**src/sv/rational_arithmetic_unit_core_defines.svh**
```systemverilog
// Assertion macros shared by the rational arithmetic unit RTL.
// Simulation builds get concurrent assertions; synthesis builds get empty bodies.
// No dependencies.
`ifndef RATIONAL_ARITHMETIC_UNIT_CORE_DEFINES_SVH
`define RATIONAL_ARITHMETIC_UNIT_CORE_DEFINES_SVH

`ifndef SYNTHESIS

`define RAU_ASSERT(name, clk, rstn, prop, msg) \
  name: assert property (@(posedge clk) disable iff (!rstn) prop) else $error(msg);

`define RAU_ASSERT_CORE(name, prop, msg) \
  `RAU_ASSERT(name, clk_i, rst_ni, prop, msg)

`else

`define RAU_ASSERT(name, clk, rstn, prop, msg)

`define RAU_ASSERT_CORE(name, prop, msg)

`endif

`endif

```
**src/sv/rau_pkg.sv**
```systemverilog
`timescale 1ns / 1ps
// Types and constants of the rational arithmetic unit.
// Request and result structs, opcode and sequencer enums. No dependencies.
package rau_pkg;

  typedef enum logic [1:0] {
    OP_ADD = 2'd0,
    OP_SUB = 2'd1,
    OP_MUL = 2'd2,
    OP_DIV = 2'd3
  } rau_op_e;

  typedef enum logic [2:0] {
    ST_IDLE,
    ST_MUL,
    ST_COMBINE,
    ST_GCD_PAIR,
    ST_GCD_ODD,
    ST_GCD_SUB,
    ST_DIV,
    ST_FINISH
  } rau_state_e;

  typedef struct packed {
    rau_op_e            opcode;
    logic signed [15:0] a_num;
    logic signed [15:0] a_den;
    logic signed [15:0] b_num;
    logic signed [15:0] b_den;
  } rau_req_t;

  typedef struct packed {
    logic signed [31:0] res_num;
    logic [30:0]        res_den;
    logic               res_nonneg;
    logic               res_is_integer;
    logic               res_error;
  } rau_res_t;

  localparam int unsigned FieldWidth = 16;

  localparam logic [63:0] DenMax    = 64'h0000_0000_4000_0000;
  localparam logic [63:0] NumPosMax = 64'h0000_0000_7FFF_FFFF;
  localparam logic [63:0] NumNegMax = 64'h0000_0000_8000_0000;

endpackage

```
**src/sv/rational_arithmetic_unit_core.sv**
```systemverilog
`timescale 1ns / 1ps
// Rational arithmetic unit: add, subtract, multiply or divide two fractions and reduce.
// Depends on rau_pkg and rational_arithmetic_unit_core_defines.svh.
//
//   channel   ports                     handshake
//   request   start_i, busy_o, req_i    taken when start_i && !busy_o
//   result    valid_o, result_o         valid_o high for one cycle, always taken
//
// A request with a zero denominator or a divide by zero goes straight to the finish state.
// Otherwise the multiplier forms the products in turn, then a combine step, the binary gcd
// loop on SW-bit values (SW = 2*min(OPERAND_WIDTH,16)+1) and two passes of the shared
// one-bit-per-cycle divider, one for the numerator and one for the denominator.
// The result leaves through a register, so busy_o falls as valid_o rises.
// Reset clears the sequencer and the strobe; nothing needs clearing after it.
`include "rational_arithmetic_unit_core_defines.svh"

module rational_arithmetic_unit_core #(
  parameter int unsigned OPERAND_WIDTH = 16
) (
  input  logic              clk_i,
  input  logic              rst_ni,
  input  logic              start_i,
  input  rau_pkg::rau_req_t req_i,
  output logic              busy_o,
  output logic              valid_o,
  output rau_pkg::rau_res_t result_o
);
  import rau_pkg::*;

  localparam int unsigned MW   = (OPERAND_WIDTH > FieldWidth) ? FieldWidth : OPERAND_WIDTH;
  localparam bit          SGN  = (OPERAND_WIDTH <= FieldWidth);
  localparam int unsigned PW   = 2 * MW;
  localparam int unsigned SW   = PW + 1;
  localparam int unsigned KW   = $clog2(SW + 1);
  localparam int unsigned IAN  = 0;
  localparam int unsigned IAD  = 1;
  localparam int unsigned IBN  = 2;
  localparam int unsigned IBD  = 3;

  rau_state_e state_q, state_d;
  rau_op_e    op_q, op_d;
  logic [MW-1:0] mag_q [4];
  logic [MW-1:0] mag_d [4];
  logic          sgn_q [4];
  logic          sgn_d [4];
  logic [1:0]    step_q, step_d;
  logic [PW-1:0] p_q [3];
  logic [PW-1:0] p_d [3];
  logic          ps_q [3];
  logic          ps_d [3];
  logic [SW-1:0] num_q, num_d, den_q, den_d;
  logic [SW-1:0] x_q, x_d, y_q, y_d, n_q, n_d, quo_q, quo_d, rem_q, rem_d;
  logic [KW-1:0] k_q, k_d, cnt_q, cnt_d;
  logic          neg_q, neg_d, pass_q, pass_d, fixed_q, fixed_d, err_q, err_d;
  logic          valid_q, valid_d;
  rau_res_t      res_q, res_d;

  logic [MW-1:0] raw_v [4];
  logic [MW-1:0] opd_mag [4];
  logic          opd_neg [4];
  logic          opd_zero [4];

  logic [MW-1:0] mx, my;
  logic          msgn;
  logic [PW-1:0] prod;

  logic          s1;
  logic [SW-1:0] sum_mag;
  logic          sum_neg;
  logic [SW:0]   r2;
  logic          ge;
  logic [63:0]   n64, d64;
  logic          ovf;

  assign raw_v[IAN] = req_i.a_num[MW-1:0];
  assign raw_v[IAD] = req_i.a_den[MW-1:0];
  assign raw_v[IBN] = req_i.b_num[MW-1:0];
  assign raw_v[IBD] = req_i.b_den[MW-1:0];

  always_comb begin
    for (int i = 0; i < 4; i++) begin
      opd_neg[i]  = SGN && raw_v[i][MW-1];
      opd_mag[i]  = opd_neg[i] ? (~raw_v[i] + 1'b1) : raw_v[i];
      opd_zero[i] = (raw_v[i] == '0);
    end
  end

  always_comb begin
    mx   = mag_q[IAD];
    my   = mag_q[IBD];
    msgn = sgn_q[IAD] ^ sgn_q[IBD];
    unique case (step_q)
      2'd0: begin
        mx = mag_q[IAN];
        if (op_q == OP_MUL) begin
          my   = mag_q[IBN];
          msgn = sgn_q[IAN] ^ sgn_q[IBN];
        end else begin
          my   = mag_q[IBD];
          msgn = sgn_q[IAN] ^ sgn_q[IBD];
        end
      end
      2'd1: begin
        mx = mag_q[IAD];
        case (op_q)
          OP_MUL: begin
            my   = mag_q[IBD];
            msgn = sgn_q[IAD] ^ sgn_q[IBD];
          end
          default: begin
            my   = mag_q[IBN];
            msgn = sgn_q[IAD] ^ sgn_q[IBN];
          end
        endcase
      end
      default: begin
        mx   = mag_q[IAD];
        my   = mag_q[IBD];
        msgn = sgn_q[IAD] ^ sgn_q[IBD];
      end
    endcase
  end

  assign prod = PW'(mx) * PW'(my);

  assign s1 = ps_q[1] ^ (op_q == OP_SUB);
  always_comb begin
    if (ps_q[0] == s1) begin
      sum_mag = SW'(p_q[0]) + SW'(p_q[1]);
      sum_neg = ps_q[0];
    end else if (p_q[0] >= p_q[1]) begin
      sum_mag = SW'(p_q[0] - p_q[1]);
      sum_neg = ps_q[0];
    end else begin
      sum_mag = SW'(p_q[1] - p_q[0]);
      sum_neg = s1;
    end
  end

  assign r2 = {rem_q, quo_q[SW-1]};
  assign ge = (r2 >= {1'b0, x_q});

  assign n64 = 64'(n_q);
  assign d64 = 64'(quo_q);
  assign ovf = (d64 > DenMax) || (n64 > (neg_q ? NumNegMax : NumPosMax));

  always_comb begin
    state_d = state_q;
    op_d    = op_q;
    mag_d   = mag_q;
    sgn_d   = sgn_q;
    step_d  = step_q;
    p_d     = p_q;
    ps_d    = ps_q;
    num_d   = num_q;
    den_d   = den_q;
    x_d     = x_q;
    y_d     = y_q;
    k_d     = k_q;
    n_d     = n_q;
    quo_d   = quo_q;
    rem_d   = rem_q;
    cnt_d   = cnt_q;
    neg_d   = neg_q;
    pass_d  = pass_q;
    fixed_d = fixed_q;
    err_d   = err_q;
    valid_d = 1'b0;
    res_d   = res_q;

    unique case (state_q)
      ST_IDLE: begin
        if (start_i) begin
          op_d   = req_i.opcode;
          mag_d  = opd_mag;
          sgn_d  = opd_neg;
          step_d = 2'd0;
          if (opd_zero[IAD] || opd_zero[IBD] || (req_i.opcode == OP_DIV && opd_zero[IBN])) begin
            fixed_d = 1'b1;
            err_d   = 1'b1;
            state_d = ST_FINISH;
          end else begin
            fixed_d = 1'b0;
            err_d   = 1'b0;
            state_d = ST_MUL;
          end
        end
      end

      ST_MUL: begin
        p_d[step_q]  = prod;
        ps_d[step_q] = msgn;
        step_d       = step_q + 2'd1;
        if ((step_q == 2'd2) || (step_q == 2'd1 && (op_q == OP_MUL || op_q == OP_DIV))) begin
          state_d = ST_COMBINE;
        end
      end

      ST_COMBINE: begin
        case (op_q) inside
          OP_ADD, OP_SUB: begin
            num_d = sum_mag;
            den_d = SW'(p_q[2]);
            neg_d = sum_neg ^ ps_q[2];
          end
          default: begin
            num_d = SW'(p_q[0]);
            den_d = SW'(p_q[1]);
            neg_d = ps_q[0] ^ ps_q[1];
          end
        endcase
        x_d = num_d;
        y_d = den_d;
        k_d = '0;
        if (num_d == '0) begin
          fixed_d = 1'b1;
          state_d = ST_FINISH;
        end else begin
          state_d = ST_GCD_PAIR;
        end
      end

      ST_GCD_PAIR: begin
        if (!x_q[0] && !y_q[0]) begin
          x_d = x_q >> 1;
          y_d = y_q >> 1;
          k_d = k_q + 1'b1;
        end else begin
          state_d = ST_GCD_ODD;
        end
      end

      ST_GCD_ODD: begin
        if (!x_q[0]) begin
          x_d = x_q >> 1;
        end else begin
          state_d = ST_GCD_SUB;
        end
      end

      ST_GCD_SUB: begin
        if (y_q == '0) begin
          x_d     = x_q << k_q;
          quo_d   = num_q;
          rem_d   = '0;
          cnt_d   = '0;
          pass_d  = 1'b0;
          state_d = ST_DIV;
        end else if (!y_q[0]) begin
          y_d = y_q >> 1;
        end else if (x_q > y_q) begin
          x_d = y_q;
          y_d = x_q - y_q;
        end else begin
          y_d = y_q - x_q;
        end
      end

      ST_DIV: begin
        rem_d = ge ? SW'(r2 - {1'b0, x_q}) : SW'(r2);
        quo_d = {quo_q[SW-2:0], ge};
        cnt_d = cnt_q + 1'b1;
        if (cnt_q == KW'(SW - 1)) begin
          if (!pass_q) begin
            n_d    = quo_d;
            quo_d  = den_q;
            rem_d  = '0;
            cnt_d  = '0;
            pass_d = 1'b1;
          end else begin
            state_d = ST_FINISH;
          end
        end
      end

      ST_FINISH: begin
        valid_d = 1'b1;
        state_d = ST_IDLE;
        if (fixed_q || ovf) begin
          res_d.res_num        = '0;
          res_d.res_den        = 31'd1;
          res_d.res_nonneg     = 1'b1;
          res_d.res_is_integer = 1'b1;
          res_d.res_error      = err_q || !fixed_q;
        end else begin
          res_d.res_num        = neg_q ? (32'd0 - n64[31:0]) : n64[31:0];
          res_d.res_den        = d64[30:0];
          res_d.res_nonneg     = !neg_q;
          res_d.res_is_integer = (d64 == 64'd1);
          res_d.res_error      = 1'b0;
        end
      end

      default: begin
        state_d = ST_IDLE;
      end
    endcase
  end

  always_ff @(posedge clk_i or negedge rst_ni) begin
    if (!rst_ni) begin
      state_q <= ST_IDLE;
      valid_q <= 1'b0;
    end else begin
      state_q <= state_d;
      valid_q <= valid_d;
    end
  end

  always_ff @(posedge clk_i) begin
    op_q    <= op_d;
    mag_q   <= mag_d;
    sgn_q   <= sgn_d;
    step_q  <= step_d;
    p_q     <= p_d;
    ps_q    <= ps_d;
    num_q   <= num_d;
    den_q   <= den_d;
    x_q     <= x_d;
    y_q     <= y_d;
    k_q     <= k_d;
    n_q     <= n_d;
    quo_q   <= quo_d;
    rem_q   <= rem_d;
    cnt_q   <= cnt_d;
    neg_q   <= neg_d;
    pass_q  <= pass_d;
    fixed_q <= fixed_d;
    err_q   <= err_d;
    res_q   <= res_d;
  end

  assign busy_o   = (state_q != ST_IDLE);
  assign valid_o  = valid_q;
  assign result_o = res_q;

  `RAU_ASSERT_CORE(a_strobe_when_idle, valid_o |-> !busy_o, "result strobe while busy")
  `RAU_ASSERT_CORE(a_accept_goes_busy, (start_i && !busy_o) |=> busy_o, "request not taken")
  `RAU_ASSERT_CORE(a_single_strobe, valid_o |=> !valid_o, "result strobe held two cycles")
  `RAU_ASSERT_CORE(a_den_nonzero, valid_o |-> (result_o.res_den != '0), "zero denominator out")
  `RAU_ASSERT_CORE(a_sign_flag, valid_o |-> (result_o.res_nonneg == !result_o.res_num[31]),
    "sign flag disagrees with numerator")

endmodule
```
**config.mk**
```make
export PLATFORM = sky130hd
export DESIGN_NAME = rational_arithmetic_unit_core
export DESIGN_NICKNAME = d
export VERILOG_FILES = /design/src/sv/rau_pkg.sv /design/src/sv/rational_arithmetic_unit_core.sv
export VERILOG_INCLUDE_DIRS = /design/src /design/src/sv
export SDC_FILE = /design/constraint.sdc
export NUM_CORES = 2
export LEC_CHECK = 0
export ABC_CLOCK_PERIOD_IN_PS = 10600
export BUFFER_PORTS_ARGS = -buffer_cell sky130_fd_sc_hd__buf_2
export CAP_MARGIN = 20
export CORE_UTILIZATION = 65
export CTS_CLUSTER_SIZE = 8
export DETAILED_ROUTE_END_ITERATION = 10
export HOLD_SLACK_MARGIN = 0.02
export PLACE_DENSITY = 0.86
export SLEW_MARGIN = 15
export SYNTH_ARGS = -nofsm -noshare
export SYNTH_HDL_FRONTEND = slang
export SYNTH_SLANG_ARGS = --single-unit
```
**constraint.sdc**
```tcl
create_clock -name clk_i -period 10.6 [get_ports clk_i]
set_input_delay 1.06 -clock clk_i [delete_from_list [all_inputs] [get_ports clk_i]]
set_output_delay 1.06 -clock clk_i [all_outputs]
set_load 0.01 [all_outputs]
```
==> flow_summary_export.csv <==
group,metric,value,unit
status,status,"complete, no violations",
placement,gp_congestion,1.043,
critical_path,worst-path-buf-inv,9,
critical_path,cp.required,10.96,ns
critical_path,cp_max_fo,37,
timing,fmax,104.0,MHz
drt,drt_first_iter_violations,4144,
global_route,overflow,0,
critical_path,slowest_delay,0.80,ns
placement,dp_slack,1.259,ns
logic_synthesis,synth_edf_count,483,
cts,cts_tree,"built",
floorplan,design.die.area,65820,µm²
timing,worst_pin_slew,1.134,ns
layout,post_route_cells_drive_above_1_share,9.131,%
logic_synthesis,syn_area,42120,µm²
layout,design_area,45800,µm²
floorplan,die_h,256.6,µm
timing,setup_tns,0,ns
floorplan,ioPinCount,137,
floorplan,initial_core_util,66.28,%
cts,insertion_delay,0.64,ns
drt,dr.pass1.iters,8,
drt,antenna_left,0,
global_route,first_global_vias,35123,
logic_synthesis,seq_area_frac_synth,34.67,%
layout,fillers,4554,
global_route,antenna_found_initial,1,
layout,final_common_cell,"edfxtp_1",
logic_synthesis,yosys_warnings,0,
drt,drt_wl_total,134.3,mm
logic_synthesis,avgSynthCellArea,9.566,µm²
drt,highest_layer,"met5",
timing,maxSlewViolCount,0,
cts,cts_num_sinks,487,
drt,wl_per_cell,25.12,µm
power_and_ir_drop,p_leak,19.34,nW
placement,dp_hpwl,102.5,mm
critical_path,startpoint_type,"flop",
cts,cts_made_buffers,72,
power_and_ir_drop,peakVddDrop,0.0001298,V
drt,wl_met1,46.42,mm
layout,nets,5088,
global_route,grt.total_usage,40.21,%
run,maxCapViolations,0,
timing,fin_skew,0.04408,ns
cts,root_buffer,"clkbuf_16",
drt,route.met3.wl,11.42,mm
layout,area_growth,8.740,%
timing,hold_viol,0,
cts,hold_buffers,0,
timing,min_period_over_period,90.74,%
drt,wl_met2,64.82,mm
timing,layout_setup_ws,0.9814,ns
logic_synthesis,yosys_register_bits,487,
logic_synthesis,yosys_most_used_dff,"edfxtp_1",
layout,layout_common_cells,"edfxtp_1 (483), inv_1 (441), nand2_1 (404)",
cts,cts_resized,0,
global_route,grt_max_degree,97,
timing,slew_headroom,22.23,%
cts,post_cts_buffers,0,
critical_path,crit_slowest_cell,"mux2i_2",
timing,setup_viol,0,
critical_path,criticalPathCategory,"reg2reg",
drt,vias,35524,
floorplan,rows,92,
critical_path,cp.arrival,9.98,ns
logic_synthesis,synth_nets,5018,
critical_path,cp_top_family,"adder cells",
cts,htreeDepth,3,
power_and_ir_drop,powerDensity,94.11,nW/µm²
floorplan,die_x,256.6,µm
timing,finalCriticalPeriod,9.619,ns
critical_path,cp-end-kind,"flop",
global_route,grt_pass1_wl,202.3,mm
placement,portBuffers,136,
drt,post-route-drc-count,0,
drt,via_per_inst,6.644,
logic_synthesis,yosysUniqueCellTypes,86,
placement,detailed_place.area,43630,µm²
worst_hold_path,hold_class,"in2async",
layout,diodes,0,
logic_synthesis,async_flop_share,0.8214,%
floorplan,core,63540,µm²
logic_synthesis,syn_inst,4403,
cts,clockBufferDepth,3,
cts,clkTransAtPathRegs,0.05,ns
timing,grt_setup_unrepaired,"no",
layer usage:
metal	GRT usage, %	vias to the layer above
li1	-	15774
met1	45.10	17070
met2	68.60	2096
met3	6.860	582
met4	30.36	2
met5	0	-
cell usage after synthesis (all sizes together) (15+ instances only):
library cell | number | area, µm²
nand2b | 53 | 331.6
fa | 200 | 4004
mux2i | 110 | 1101
xor2 | 70 | 613.1
or4 | 21 | 157.7
o21bai | 31 | 232.7
xnor2 | 138 | 1209
nor2 | 400 | 1504
or3 | 31 | 193.9
o31ai | 45 | 337.8
a21oi | 278 | 1391
buf | 35 | 152.6
nor4 | 34 | 212.7
clkbuf | 166 | 623.1
and2 | 55 | 344.1
a211oi | 27 | 202.7
a31oi | 25 | 162.6
inv | 443 | 1663
ha | 346 | 4329
a21boi | 18 | 135.1
nand4 | 41 | 256.5
edfxtp | 483 | 14500
nor3 | 76 | 385.4
o21a | 44 | 331.6
nand3 | 60 | 300.3
nor2b | 35 | 219.0
a221oi | 31 | 271.5
a22oi | 52 | 390.4
mux4 | 21 | 473.0
nand2 | 406 | 1524
and3 | 15 | 93.84
mux2 | 57 | 641.9
o21ai | 263 | 1316
a22o | 18 | 157.7
or2 | 16 | 100.1
a21o | 68 | 510.5
cell families after synthesis:
| logic type | after synthesis | synth area share, % |
|---|---|---|
| compound gates | 1046 | 16.00 |
| xor+xnor | 208 | 4.325 |
| flops | 487 | 34.67 |
| fa+ha+maj | 546 | 19.78 |
| simple gates | 1282 | 14.14 |
| mux | 188 | 5.261 |
| buf+inv | 646 | 5.808 |
through the flow:
stage                     util, %  power [W]  cells  hold WS (ns)
after CTS                   71.97   0.004318   5343        0.2595
final                       72.08   0.004310   5347        0.2826
after floorplan                 -   0.002164   4403        0.4643
after global placement      68.67   0.002188   5241        0.4998
after detailed placement    68.67   0.002191   5241        0.5109
after global routing        72.08   0.004397   5347        0.2788
report_power, final:
part	total, W	internal [W]	leakage, nW	switching (W)
Sequential	0.00210	0.00210	4.54	0
Clock	0.00216	0.00127	1.00	0.000886
Combinational	0.0000589	0.0000277	13.8	0.0000312
Total	0.00431	0.00339	19.3	0.000917
layout make-up:
type,count,area [µm²],share of cell area [%]
clock buffer,92,1877,4.098
clock inverter,10,222.7,0.4863
inverter,445,1670,3.647
multi-input combinational,3270,25180,54.99
sequential,487,14600,31.89
tap,846,1059,2.311
timing repair buffer,197,1184,2.584
final timing paths:
kind | startpoint | endpoint | cells after the start | slack (ns)
max | step_q[0] | p_q[63] | 33 | 0.98
max in group asynchronous | rst_ni | state_q[0] | 1 | 10.12
min reg2reg | num_q[5] | quo_q[5] | 2 | 0.52
max reg2reg | step_q[0] | p_q[63] | 33 | 0.98
min | rst_ni | valid_o | 1 | 0.28
min in group clk_i | num_q[5] | quo_q[5] | 2 | 0.52
sequential cells by signal, summed over array words and instances (netlist names), 2 cells and up:
| register | count |
|---|---|
| p_q | 96 |
| result_o | 66 |
| mag_q | 64 |
| n_q | 33 |
| num_q | 33 |
| quo_q | 33 |
| rem_q | 33 |
| x_q | 33 |
| y_q | 33 |
| den_q | 32 |
| cnt_q | 6 |
| k_q | 6 |
| sgn_q | 4 |
| ps_q | 3 |
| state_q | 3 |
| op_q | 2 |
| step_q | 2 |
(Power assumes the default switching activity.)
